**config.mk**
```make
export PLATFORM = sky130hd
export DESIGN_NAME = polygon_second_moment_flat
export DESIGN_NICKNAME = d
export VERILOG_FILES = /design/src/rtl/core/psm_pkg.sv /design/src/rtl/core/psm_edge_if.sv /design/src/rtl/core/psm_moment_if.sv /design/src/rtl/core/psm_mul.sv /design/src/rtl/core/polygon_second_moment.sv /design/src/flat_wrapper.sv
export SDC_FILE = /design/constraint.sdc
export NUM_CORES = 2
export LEC_CHECK = 0
export BUFFER_PORTS_ARGS = -buffer_cell sky130_fd_sc_hd__buf_4
export CORE_UTILIZATION = 60
export CTS_BUF_LIST = sky130_fd_sc_hd__clkbuf_2
export DETAILED_ROUTE_END_ITERATION = 10
export GPL_TIMING_DRIVEN = 1
export PLACE_DENSITY_LB_ADDON = 0.1
export SYNTH_ARGS = -nofsm -noshare
export SYNTH_HDL_FRONTEND = slang
export SYNTH_SLANG_ARGS = --single-unit
```
**constraint.sdc**
```tcl
create_clock -name clk -period 16.75 [get_ports clk]
set_input_delay 1.675 -clock clk [delete_from_list [all_inputs] [get_ports clk]]
set_output_delay 1.675 -clock clk [all_outputs]
set_load 0.02 [all_outputs]
```
**src/rtl/core/psm_pkg.sv**
```systemverilog
package psm_pkg;

	localparam int COORD_W = 12;             // input coordinate width
	localparam int REL_W   = COORD_W + 1;    // coordinate relative to center
	localparam int CROSS_W = 2 * REL_W;      // signed cross product
	localparam int ABS_W   = CROSS_W;        // |cross|, kept signed-positive
	localparam int QSQ_W   = 2 * REL_W + 1;  // xx / yy quadratic term, signed
	localparam int QXY_W   = 2 * REL_W + 2;  // xy quadratic term, signed
	localparam int MA_W    = QXY_W;          // multiplier operand A
	localparam int MB_W    = ABS_W;          // multiplier operand B
	localparam int PROD_W  = MA_W + MB_W;    // registered product
	localparam int SQ_W    = 63;             // unsigned moment width
	localparam int SXY_W   = 64;             // signed moment width

	localparam logic [3:0] LAST_ISSUE = 4'd12;
	localparam logic [3:0] LAST_STEP  = 4'd13;

	typedef enum logic [1:0] {
		ST_IDLE,
		ST_BUSY,
		ST_EMIT
	} state_t;

	// One code for each product issued to the shared multiplier
	typedef enum logic [3:0] {
		OP_NONE,
		OP_X1Y2,
		OP_X2Y1,
		OP_X1X1,
		OP_X1X2,
		OP_X2X2,
		OP_Y1Y1,
		OP_Y1Y2,
		OP_Y2Y2,
		OP_X1Y1,
		OP_X2Y2,
		OP_AXX,
		OP_AYY,
		OP_AXY
	} op_t;

	function automatic op_t step_op(input logic [3:0] step);
		op_t op;
		unique case (step)
			4'd0:    op = OP_X1Y2;
			4'd1:    op = OP_X2Y1;
			4'd2:    op = OP_X1X1;
			4'd3:    op = OP_X1X2;
			4'd4:    op = OP_X2X2;
			4'd5:    op = OP_Y1Y1;
			4'd6:    op = OP_Y1Y2;
			4'd7:    op = OP_Y2Y2;
			4'd8:    op = OP_X1Y1;
			4'd9:    op = OP_X2Y2;
			4'd10:   op = OP_AXX;
			4'd11:   op = OP_AYY;
			4'd12:   op = OP_AXY;
			default: op = OP_NONE;
		endcase
		return op;
	endfunction

endpackage

```
**src/rtl/core/psm_edge_if.sv**
```systemverilog
interface psm_edge_if;
	logic                                 valid;
	logic                                 ready;
	logic signed [psm_pkg::COORD_W-1:0]   p1_x;
	logic signed [psm_pkg::COORD_W-1:0]   p1_y;
	logic signed [psm_pkg::COORD_W-1:0]   p2_x;
	logic signed [psm_pkg::COORD_W-1:0]   p2_y;
	logic signed [psm_pkg::COORD_W-1:0]   center_x;
	logic signed [psm_pkg::COORD_W-1:0]   center_y;
	logic                                 last_edge;

	modport source (
		output valid, p1_x, p1_y, p2_x, p2_y, center_x, center_y, last_edge,
		input  ready
	);
	modport sink (
		input  valid, p1_x, p1_y, p2_x, p2_y, center_x, center_y, last_edge,
		output ready
	);
endinterface

```
**src/rtl/core/psm_moment_if.sv**
```systemverilog
interface psm_moment_if;
	logic                               valid;
	logic                               ready;
	logic        [psm_pkg::SQ_W-1:0]    moment_xx;
	logic signed [psm_pkg::SXY_W-1:0]   moment_xy;
	logic        [psm_pkg::SQ_W-1:0]    moment_yy;

	modport source (
		output valid, moment_xx, moment_xy, moment_yy,
		input  ready
	);
	modport sink (
		input  valid, moment_xx, moment_xy, moment_yy,
		output ready
	);
endinterface

```
**src/rtl/core/psm_mul.sv**
```systemverilog
module psm_mul (
	input  logic                                clk,
	input  logic                                en,
	input  logic signed [psm_pkg::MA_W-1:0]     op_a,
	input  logic signed [psm_pkg::MB_W-1:0]     op_b,
	output logic signed [psm_pkg::PROD_W-1:0]   prod_s1
);
	import psm_pkg::*;

	logic signed [PROD_W-1:0] prod;

	assign prod = PROD_W'(op_a) * PROD_W'(op_b);

	// hold the product until the next issue
	always_ff @(posedge clk) begin
		if (en) begin
			prod_s1 <= prod;
		end
	end
endmodule

```
**src/rtl/core/polygon_second_moment.sv**
```systemverilog
// Channel   Dir  Beat contents
// --------  ---  -----------------------------------------------------------
// edges     in   p1_x, p1_y, p2_x, p2_y, center_x, center_y, last_edge
// moments   out  moment_xx (12*Ixx), moment_xy (24*Ixy), moment_yy (12*Iyy)
//
// Each edge beat sends 13 products through one shared signed 28x26
// multiplier, then folds in the last product, and ready returns the cycle
// after. A last_edge beat also moves the sums into the output register,
// waiting while that register still holds an untaken beat. arst_n clears the
// sequencer, accumulators and output valid. A stalled output holds back only
// the next last_edge beat; the other edge beats of the next polygon go on.
module polygon_second_moment (
	input  logic          clk,
	input  logic          arst_n,
	psm_edge_if.sink      edges,
	psm_moment_if.source  moments
);
	import psm_pkg::*;

	state_t state_q, state_d;
	logic [3:0] cnt_q;

	// relative coordinates of the edge in flight
	logic signed [REL_W-1:0]  x1_q, y1_q, x2_q, y2_q;
	logic                     last_q;

	// per-edge partial terms
	logic signed [CROSS_W-1:0] cross_q;
	logic signed [QSQ_W-1:0]   qxx_q, qyy_q;
	logic signed [QXY_W-1:0]   qxy_q;

	// polygon accumulators
	logic [SQ_W-1:0]           sum_xx_q, sum_yy_q;
	logic signed [SXY_W-1:0]   sum_xy_q;

	// output register
	logic                      out_valid_q;
	logic [SQ_W-1:0]           mxx_q, myy_q;
	logic signed [SXY_W-1:0]   mxy_q;

	logic                      accept, issue, load_out, out_free;
	op_t                       op_now, op_s1;
	logic signed [MA_W-1:0]    op_a;
	logic signed [MB_W-1:0]    op_b;
	logic signed [ABS_W-1:0]   abs_a;
	logic signed [PROD_W-1:0]  prod_s1;

	logic [SQ_W:0]             add_xx, add_yy;
	logic signed [SXY_W:0]     add_xy;

	// ---------------- sequencer ----------------
	assign out_free = !out_valid_q || moments.ready;

	always_ff @(posedge clk or negedge arst_n) begin
		if (!arst_n) begin
			state_q <= ST_IDLE;
		end else begin
			state_q <= state_d;
		end
	end

	always_comb begin
		state_d      = state_q;
		edges.ready  = 1'b0;
		issue        = 1'b0;
		load_out     = 1'b0;
		unique case (state_q)
			ST_IDLE: begin
				edges.ready = 1'b1;
				if (edges.valid) begin
					state_d = ST_BUSY;
				end
			end
			ST_BUSY: begin
				issue = (cnt_q <= LAST_ISSUE);
				if (cnt_q == LAST_STEP) begin
					state_d = last_q ? ST_EMIT : ST_IDLE;
				end
			end
			ST_EMIT: begin
				if (out_free) begin
					load_out = 1'b1;
					state_d  = ST_IDLE;
				end
			end
			default: state_d = ST_IDLE;
		endcase
	end

	assign accept = edges.valid && edges.ready;
	assign op_now = issue ? step_op(cnt_q) : OP_NONE;

	always_ff @(posedge clk or negedge arst_n) begin
		if (!arst_n) begin
			cnt_q <= '0;
			op_s1 <= OP_NONE;
		end else begin
			cnt_q <= (state_q == ST_BUSY) ? cnt_q + 4'd1 : 4'd0;
			op_s1 <= op_now;
		end
	end

	// capture the edge relative to the center; 13 bits never wrap
	always_ff @(posedge clk) begin
		if (accept) begin
			x1_q   <= REL_W'(edges.p1_x) - REL_W'(edges.center_x);
			y1_q   <= REL_W'(edges.p1_y) - REL_W'(edges.center_y);
			x2_q   <= REL_W'(edges.p2_x) - REL_W'(edges.center_x);
			y2_q   <= REL_W'(edges.p2_y) - REL_W'(edges.center_y);
			last_q <= edges.last_edge;
		end
	end

	// ---------------- shared multiplier ----------------
	assign abs_a = cross_q[CROSS_W-1] ? -cross_q : cross_q;

	always_comb begin
		op_a = '0;
		op_b = '0;
		unique case (op_now)
			OP_X1Y2: begin op_a = MA_W'(x1_q);  op_b = MB_W'(y2_q);  end
			OP_X2Y1: begin op_a = MA_W'(x2_q);  op_b = MB_W'(y1_q);  end
			OP_X1X1: begin op_a = MA_W'(x1_q);  op_b = MB_W'(x1_q);  end
			OP_X1X2: begin op_a = MA_W'(x1_q);  op_b = MB_W'(x2_q);  end
			OP_X2X2: begin op_a = MA_W'(x2_q);  op_b = MB_W'(x2_q);  end
			OP_Y1Y1: begin op_a = MA_W'(y1_q);  op_b = MB_W'(y1_q);  end
			OP_Y1Y2: begin op_a = MA_W'(y1_q);  op_b = MB_W'(y2_q);  end
			OP_Y2Y2: begin op_a = MA_W'(y2_q);  op_b = MB_W'(y2_q);  end
			OP_X1Y1: begin op_a = MA_W'(x1_q);  op_b = MB_W'(y1_q);  end
			OP_X2Y2: begin op_a = MA_W'(x2_q);  op_b = MB_W'(y2_q);  end
			OP_AXX:  begin op_a = MA_W'(qxx_q); op_b = abs_a;        end
			OP_AYY:  begin op_a = MA_W'(qyy_q); op_b = abs_a;        end
			OP_AXY:  begin op_a = qxy_q;        op_b = abs_a;        end
			default: begin op_a = '0;           op_b = '0;           end
		endcase
	end

	psm_mul u_mul (
		.clk     (clk),
		.en      (issue),
		.op_a    (op_a),
		.op_b    (op_b),
		.prod_s1 (prod_s1)
	);

	// ---------------- accumulate ----------------
	// products of the final three steps are below 2^52 in magnitude
	assign add_xx = {1'b0, sum_xx_q} + (SQ_W+1)'(prod_s1[PROD_W-2:0]);
	assign add_yy = {1'b0, sum_yy_q} + (SQ_W+1)'(prod_s1[PROD_W-2:0]);
	assign add_xy = (SXY_W+1)'(sum_xy_q) + (SXY_W+1)'(prod_s1);

	// fold the registered product into its term
	always_ff @(posedge clk) begin
		case (op_s1)
			OP_X1Y2: begin
				cross_q <= prod_s1[CROSS_W-1:0];
				qxy_q   <= prod_s1[QXY_W-1:0];
			end
			OP_X2Y1: begin
				cross_q <= cross_q - prod_s1[CROSS_W-1:0];
				qxy_q   <= qxy_q + prod_s1[QXY_W-1:0];
			end
			OP_X1X1: qxx_q <= prod_s1[QSQ_W-1:0];
			OP_X1X2, OP_X2X2: qxx_q <= qxx_q + prod_s1[QSQ_W-1:0];
			OP_Y1Y1: qyy_q <= prod_s1[QSQ_W-1:0];
			OP_Y1Y2, OP_Y2Y2: qyy_q <= qyy_q + prod_s1[QSQ_W-1:0];
			OP_X1Y1, OP_X2Y2: qxy_q <= qxy_q + {prod_s1[QXY_W-2:0], 1'b0};
			default: ;
		endcase
	end

	// polygon sums saturate; xx and yy stay saturated until emitted, xy can move back off its limit
	always_ff @(posedge clk or negedge arst_n) begin
		if (!arst_n) begin
			sum_xx_q <= '0;
			sum_yy_q <= '0;
			sum_xy_q <= '0;
		end else if (load_out) begin
			sum_xx_q <= '0;
			sum_yy_q <= '0;
			sum_xy_q <= '0;
		end else begin
			case (op_s1)
				OP_AXX: sum_xx_q <= add_xx[SQ_W] ? {SQ_W{1'b1}} : add_xx[SQ_W-1:0];
				OP_AYY: sum_yy_q <= add_yy[SQ_W] ? {SQ_W{1'b1}} : add_yy[SQ_W-1:0];
				OP_AXY: begin
					if (add_xy[SXY_W] != add_xy[SXY_W-1]) begin
						sum_xy_q <= add_xy[SXY_W] ? {1'b1, {(SXY_W-1){1'b0}}}
						                          : {1'b0, {(SXY_W-1){1'b1}}};
					end else begin
						sum_xy_q <= add_xy[SXY_W-1:0];
					end
				end
				default: ;
			endcase
		end
	end

	// ---------------- output register ----------------
	always_ff @(posedge clk or negedge arst_n) begin
		if (!arst_n) begin
			out_valid_q <= 1'b0;
		end else if (load_out) begin
			out_valid_q <= 1'b1;
		end else if (moments.ready) begin
			out_valid_q <= 1'b0;
		end
	end

	always_ff @(posedge clk) begin
		if (load_out) begin
			mxx_q <= sum_xx_q;
			mxy_q <= sum_xy_q;
			myy_q <= sum_yy_q;
		end
	end

	assign moments.valid     = out_valid_q;
	assign moments.moment_xx = mxx_q;
	assign moments.moment_xy = mxy_q;
	assign moments.moment_yy = myy_q;
endmodule
```
**src/flat_wrapper.sv**
```systemverilog
// flat-port wrapper written by rule: the top's interface ports become plain ports
module polygon_second_moment_flat import psm_pkg::*;
  (clk, arst_n, edges_valid, edges_p1_x, edges_p1_y, edges_p2_x, edges_p2_y, edges_center_x, edges_center_y, edges_last_edge, edges_ready, moments_valid, moments_moment_xx, moments_moment_xy, moments_moment_yy, moments_ready);
  psm_edge_if edges_i ();
  psm_moment_if moments_i ();
  input  logic clk;
  input  logic arst_n;
  input wire logic [$bits(edges_i.valid)-1:0] edges_valid;
  input wire logic [$bits(edges_i.p1_x)-1:0] edges_p1_x;
  input wire logic [$bits(edges_i.p1_y)-1:0] edges_p1_y;
  input wire logic [$bits(edges_i.p2_x)-1:0] edges_p2_x;
  input wire logic [$bits(edges_i.p2_y)-1:0] edges_p2_y;
  input wire logic [$bits(edges_i.center_x)-1:0] edges_center_x;
  input wire logic [$bits(edges_i.center_y)-1:0] edges_center_y;
  input wire logic [$bits(edges_i.last_edge)-1:0] edges_last_edge;
  output wire logic [$bits(edges_i.ready)-1:0] edges_ready;
  output wire logic [$bits(moments_i.valid)-1:0] moments_valid;
  output wire logic [$bits(moments_i.moment_xx)-1:0] moments_moment_xx;
  output wire logic [$bits(moments_i.moment_xy)-1:0] moments_moment_xy;
  output wire logic [$bits(moments_i.moment_yy)-1:0] moments_moment_yy;
  input wire logic [$bits(moments_i.ready)-1:0] moments_ready;
  assign edges_i.valid = edges_valid;
  assign edges_i.p1_x = edges_p1_x;
  assign edges_i.p1_y = edges_p1_y;
  assign edges_i.p2_x = edges_p2_x;
  assign edges_i.p2_y = edges_p2_y;
  assign edges_i.center_x = edges_center_x;
  assign edges_i.center_y = edges_center_y;
  assign edges_i.last_edge = edges_last_edge;
  assign edges_ready = edges_i.ready;
  assign moments_valid = moments_i.valid;
  assign moments_moment_xx = moments_i.moment_xx;
  assign moments_moment_xy = moments_i.moment_xy;
  assign moments_moment_yy = moments_i.moment_yy;
  assign moments_i.ready = moments_ready;
  polygon_second_moment u_core (.clk(clk), .arst_n(arst_n), .edges(edges_i), .moments(moments_i));
endmodule
```
# Word level (Yosys, flattened, before mapping)
# Memory sizes are Yosys's and may differ from the RTL's.
# Cells that the tools add are included.
classes:
  reduce_logical: 23
  n_addsub: 14
  eq_ne: 33
  mul: 1
  order_cmp: 1
  n_mux: 30
op_table:
  columns: ["op", "n"]
  rows:
  - ["$mux 63", 6]
  - ["$mux 64", 4]
  - ["$pmux 28 s7", 1]
  - ["$pmux 26 s5", 1]
  - ["$add 63x53->64", 2]
  - ["$pmux 27 s2", 2]
  - ["$pmux 28 s3", 1]
  - ["$add 64x54->65", 1]
  - ["$add 28x28->28", 2]
  - ["$add 27x27->27", 2]
  - ["$mul 28x26->54", 1]
  - ["$eq 4x4->1 const B", 13]
  - ["$pmux 26 s2", 1]
  - ["$sub 12x12->13", 4]
  - ["$eq 4x3->1 const B", 8]
  - ["$mux 26", 1]
  - ["$neg 26->26", 1]
  - ["$sub 26x26->26", 1]
  - ["$eq 4x2->1 const B", 4]
  - ["$reduce_bool 2->1", 7]
  - ["$reduce_or 2->1", 5]
  - ["$reduce_or 3->1", 3]
  - ["$eq 4x1->1 const B", 2]
  - ["$mux 2", 4]
  - ["other kinds (17)", 25]
totals:
  memories: 1
  reg_bits: 606
  wordCells: 123
  rom_bits: 64
  inputBits: 77
  out_inout_bits: 192
mem_list:
  columns: ["memory", "depth", "word_bits", "rd", "rd_ports_with_merged_regs", "write_ports", "line_no", "text"]
  rows:
  - ["(no name shown)", 16, 4, 1, 0, 0, "psm_pkg.sv:44", "unique case (step)"]

# Depth between registers and ports, before layout
logic_depth:
  word_depth: 7
  depth_mapped: 43
  mapped_depth_nobuf: 39

# By module
# A second synthesis with hierarchy kept.
hier_totals:
  cells_unflattened: 7133
  area_unflattened_um2: 67265.8
by_module_without_submodules:
  columns: ["mod", "n_inst", "cells_each", "area_each_um2", "seq_area_each_um2"]
  rows:
  - ["polygon_second_moment", 1, 4202, 39516.6, 15569.9]
  - ["psm_mul", 1, 2931, 27749.1, 1621.6]

# Least setup slack after synthesis
# OpenSTA, ideal clock, no wires.
synth_timing:
  path_kind: "flip-flop to flip-flop"
  start: "register u_core.cnt_q[0]"
  end: "register u_core.u_mul.prod_s1[52] in the netlist's numbering, data pin"
  path_stages_with_launch: 38
  t_required_ns: 16.479
  t_arrival_ns: 9.909
  setup_slack_ns: 6.570
  synth_period_minus_slack_ns: 10.180
  setup_time_ns: 0.271
  path_cell_list: "dfrtp_1 inv_1 ha_1 o21ai_2 inv_1 nand2_1 nor3_2 nor2b_1 clkbuf_1 buf_2 o211ai_2 clkbuf_1 nand2_1 fa_1 inv_1 fa_1 inv_1 fa_1 [2 not listed] fa_1 fa_1 inv_1 fa_1 inv_1 ha_1 a21o_1 a21oi_1 o21ai_0 a21o_1 a21o_1 a2111o_1 a31oi_2 a211oi_1 a211oi_2 a31o_2 o21a_1 o221ai_1"
synth_via:
  elab_chain_cells: 7
  elab_cells_between_ends: 27
  cone_classes: "mul: 1; order compare: 1; eq/ne: 13; mux: 4; reduce/logical: 7; memory: 1"
synth_lines:
  columns: ["item", "line_no", "text"]
  rows:
  - ["start, declared", "polygon_second_moment.sv:21", "logic [3:0] cnt_q;"]
  - ["start signal, assigned", "polygon_second_moment.sv:98", "cnt_q <= (state_q == ST_BUSY) ? cnt_q + 4'd1 : 4'd0;"]
  - ["$le 4x4->1", "polygon_second_moment.sv:75", "issue = (cnt_q <= LAST_ISSUE);"]
  - ["$mux 1", "polygon_second_moment.sv:67", "unique case (state_q)"]
  - ["$mux 4 (*)", "polygon_second_moment.sv:91", "assign op_now = issue ? step_op(cnt_q) : OP_NONE;"]
  - ["$eq 4x1->1 (tied with other cells)", "polygon_second_moment.sv:120", "unique case (op_now)"]
  - ["$reduce_or 4->1 (no source line) (tied with other cells)", null, null]
  - ["$pmux 28 s7 or $pmux 26 s5 (tied branches)", "polygon_second_moment.sv:120", null]
  - ["$mul 28x26->54 (*)", "psm_mul.sv:12", "assign prod = PROD_W'(op_a) * PROD_W'(op_b);"]
  - ["via u_core.u_mul.prod[52]", "psm_mul.sv:10", "logic signed [PROD_W-1:0] prod;"]
  - ["end signal, assigned", "psm_mul.sv:17", "prod_s1 <= prod;"]
  - ["end, declared", "psm_mul.sv:6", "output logic signed [psm_pkg::PROD_W-1:0] prod_s1"]
# Mark *: on every way through the listed nets, which the timed path passes. The rest lies on a longest branch.
# A chain may end at the register's enable or synchronous reset.

# Worst setup path in the final report
layout_timing:
  start: "register u_core.cnt_q[0]"
  end: "register u_core.u_mul.prod_s1[53] in the netlist's numbering, data pin"
# The elaborated chain is that of the path after synthesis.

==> summary.md <==
| Metric | Value |
|---|---|
| Area contributors post-synth | `fa_1 (23%), edfxtp_1 (18%), ha_1 (9.5%)` |
| Ys Warns | `0` |
| Hpwl dp | `151000 um` |
| Final hold vios | `0` |
| Post-CTS sizing | `0` |
| Die width | `335 um` |
| Relative slew slack | `17.8%` |
| Total CTS buffers | `161` |
| Slowest stage cell, crit path | `a21boi_2` |
| Footprint of the multi-input gates | `0.0445 mm2` |
| Total global-route track usage | `35.3%` |
| EDFF count, synth | `405` |
| Synth async-reset ratio | `33.2%` |
| Hold WC Path Type | `in -> async` |
| Fin crit share | `66.1%` |
| Largest net degree at the start of global routing | `102` |
| Crit-path most repeated cell | `fa_1` |
| Core ar. | `0.109 mm2` |
| Register area | `0.0172 mm2` |
| Worst setup EP type | `register` |
| Required time of the worst setup path | `17.84 ns` |
| Post-layout util | `65.5%` |
| First-pass detailed-route iteration total | `8` |
| Most frequent cells in the layout | `inv_1 (968), nand2_1 (852), fa_1 (770)` |
| Synth-to-layout area growth | `7.89%` |
| I/O pins | `269` |
| Rows | `121` |
| Cts hold-fix bufs | `0` |
| Fillers | `9208` |
| Post-CTS Setup Bufs | `0` |
| Area leader, netlist | `fa_1` |
| Status | `finished, final reports clean` |
| Post-synth top area share | `23.2%` |
| Max Freq | `0.0903 GHz` |
| Main synth FF type | `edfxtp_1` |
| Die ar. | `0.112 mm2` |
| First-pass GRT wire length | `303000 um` |
| Initial antenna violation count | `2` |
| RSZ-0062 raised after global routing | `false` |
| Clock latency on the worst-skew pair | `1.48 ns` |
| Layout Nets | `8700` |
| Minimum clock period | `11.07 ns` |
| Synthesized area per cell | `9.35 um2` |
| Worst slew pin tran | `1.23 ns` |
| TNS Setup | `0 ns` |
| Drc violations | `0` |
| Detail Route Antenna Nets | `0` |
| DR iter-0 viols | `4486` |
| Critical-path maximum fanout | `55` |
| Share of post-route cells with drive strength above 1 | `10.1%` |
| Clk buf depth | `3` |
| Overflow after GRT | `0` |
| Worst Path Arrival | `12.16 ns` |
| Number of buffers added on ports | `268` |
| Final setup vio count | `0` |
| Clock skew | `0.132 ns` |
| Max Cap Violations | `0` |
| Final Max Slew Viols | `0` |
| Via count | `53676` |
| Synthesized cell area | `0.0664 mm2` |
| Syn nets | `8451` |
| Starting Density | `60.7%` |
| WS Path Type | `reg -> reg` |
| Worst stage delay on the critical path | `0.91 ns` |
| Number of global-route vias before repair | `54504` |
| Synth Register Bits | `606` |
| CTS tree | `done` |
| Sequential area share after synthesis | `25.9%` |
| Via density per instance | `5.99` |
| Cells after synthesis | `7100` |
| Worst-path clk slew | `0.11 ns` |
| Routability congestion estimate | `0.979` |
| Routed length per instance | `21.7 um` |
| Htree depth | `4` |
| Crit start category | `register` |
| Sink Count | `606` |
| Final wirelength | `195000 um` |
| Root buf cell | `clkbuf_2` |
| Commonest non-fill, non-tap cell in the layout | `inv_1` |
| Die Ht | `335 um` |
| Netlist cell types | `105` |
==> worst max-delay path: cells and delay by family (launching register included) <==
family,cells,cell delay [ns]
adder cells (fa/ha/maj),9,3.98
flip-flops,1,0.49
AO/OA/AOI/OAI,14,4.73
buffers and inverters,8,0.83
AND/OR/NAND/NOR,3,0.52
XOR/XNOR,1,0.13
==> state kept, by name, indices dropped and copies added (netlist names), 13 cells and up <==
register / count
u_core.moments.moment_xy: 64
u_core.sum_xy_q: 64
u_core.moments.moment_xx: 63
u_core.moments.moment_yy: 63
u_core.sum_xx_q: 63
u_core.sum_yy_q: 63
u_core.u_mul.prod_s1: 54
u_core.qxy_q: 28
u_core.qxx_q: 27
u_core.qyy_q: 27
u_core.cross_q: 26
u_core.x1_q: 13
u_core.x2_q: 13
u_core.y1_q: 13
u_core.y2_q: 13
==> layer usage <==
| layer | global-route usage (%) | part of all wire, % | wire length [um] |
|---|---|---|---|
| met2 | 56.4 | 45 | 88300 |
| met4 | 15.9 | 4.7 | 9090 |
| met1 | 46.9 | 41 | 79900 |
| met3 | 6.73 | 8.8 | 17200 |
| met5 | 0 | 0.016 | 31 |
==> path summary, 6_finish.rpt <==
path	slack, ns	end	cells past startpoint	startpoint
setup / recovery	5.68	u_core.u_mul.prod_s1[53]	35	u_core.cnt_q[0]
hold / removal	0.27	u_core.sum_yy_q[2]	1	arst_n
setup reg to reg	5.68	u_core.u_mul.prod_s1[53]	35	u_core.cnt_q[0]
hold reg to reg	0.47	u_core.moments.moment_xy[10]	0	u_core.sum_xy_q[10]
max in group asynchronous	15.10	u_core.sum_xy_q[53]	2	arst_n
min in group clk	0.39	u_core.last_q	1	edges_last_edge
==> metrics by stage <==
step | area (um2) | cells | hold WS, ns | setup slack [ns]
after CTS | 71600 | 8961 | 0.139 | 5.80
after global placement | 70000 | 8662 | 0.458 | 6.05
after global routing | 71600 | 8964 | 0.240 | 5.09
final | 71600 | 8968 | 0.273 | 5.68
after floorplan | 66400 | 7100 | 0.440 | 6.57
after detailed placement | 70000 | 8662 | 0.463 | 5.89
==> final cells by class <==
| class | instances | area share [%] |
|---|---|---|
| antenna | 7 | 0.0245 |
| clock buffer | 236 | 1.65 |
| clock inverter | 63 | 0.568 |
| inverter | 971 | 5.10 |
| multi-input combinational | 5228 | 62.1 |
| sequential | 606 | 24.0 |
| tap | 1476 | 2.58 |
| timing repair buffer | 381 | 4.00 |
==> Yosys cell counts, types with 61 or more instances <==
cell type	count
nor2_1	578
dfrtp_1	201
fa_1	770
inv_1	970
clkbuf_1	217
o21a_1	61
ha_1	504
nand2_1	853
nand4_1	65
xnor2_1	217
nand2b_1	69
nor3_1	63
xor2_1	158
a21oi_1	396
a31oi_1	104
o21ai_1	81
edfxtp_1	405
o21ai_0	355
nand3_1	68
a21o_1	214
==> logic make-up after synthesis <==
family	after synthesis	synth area share (%)
AOI/OAI and AO/OA	1633	16.0
adders and majority gates	1274	32.7
buffers and inverters	1266	7.40
and+or+nand+nor	1921	12.6
DFF	606	25.9
muxes	24	0.368
xor gates and xnor gates	376	4.99
Power is not shown: default switching activity piles up to over one toggle a cycle in this logic, so the estimate is an artifact.
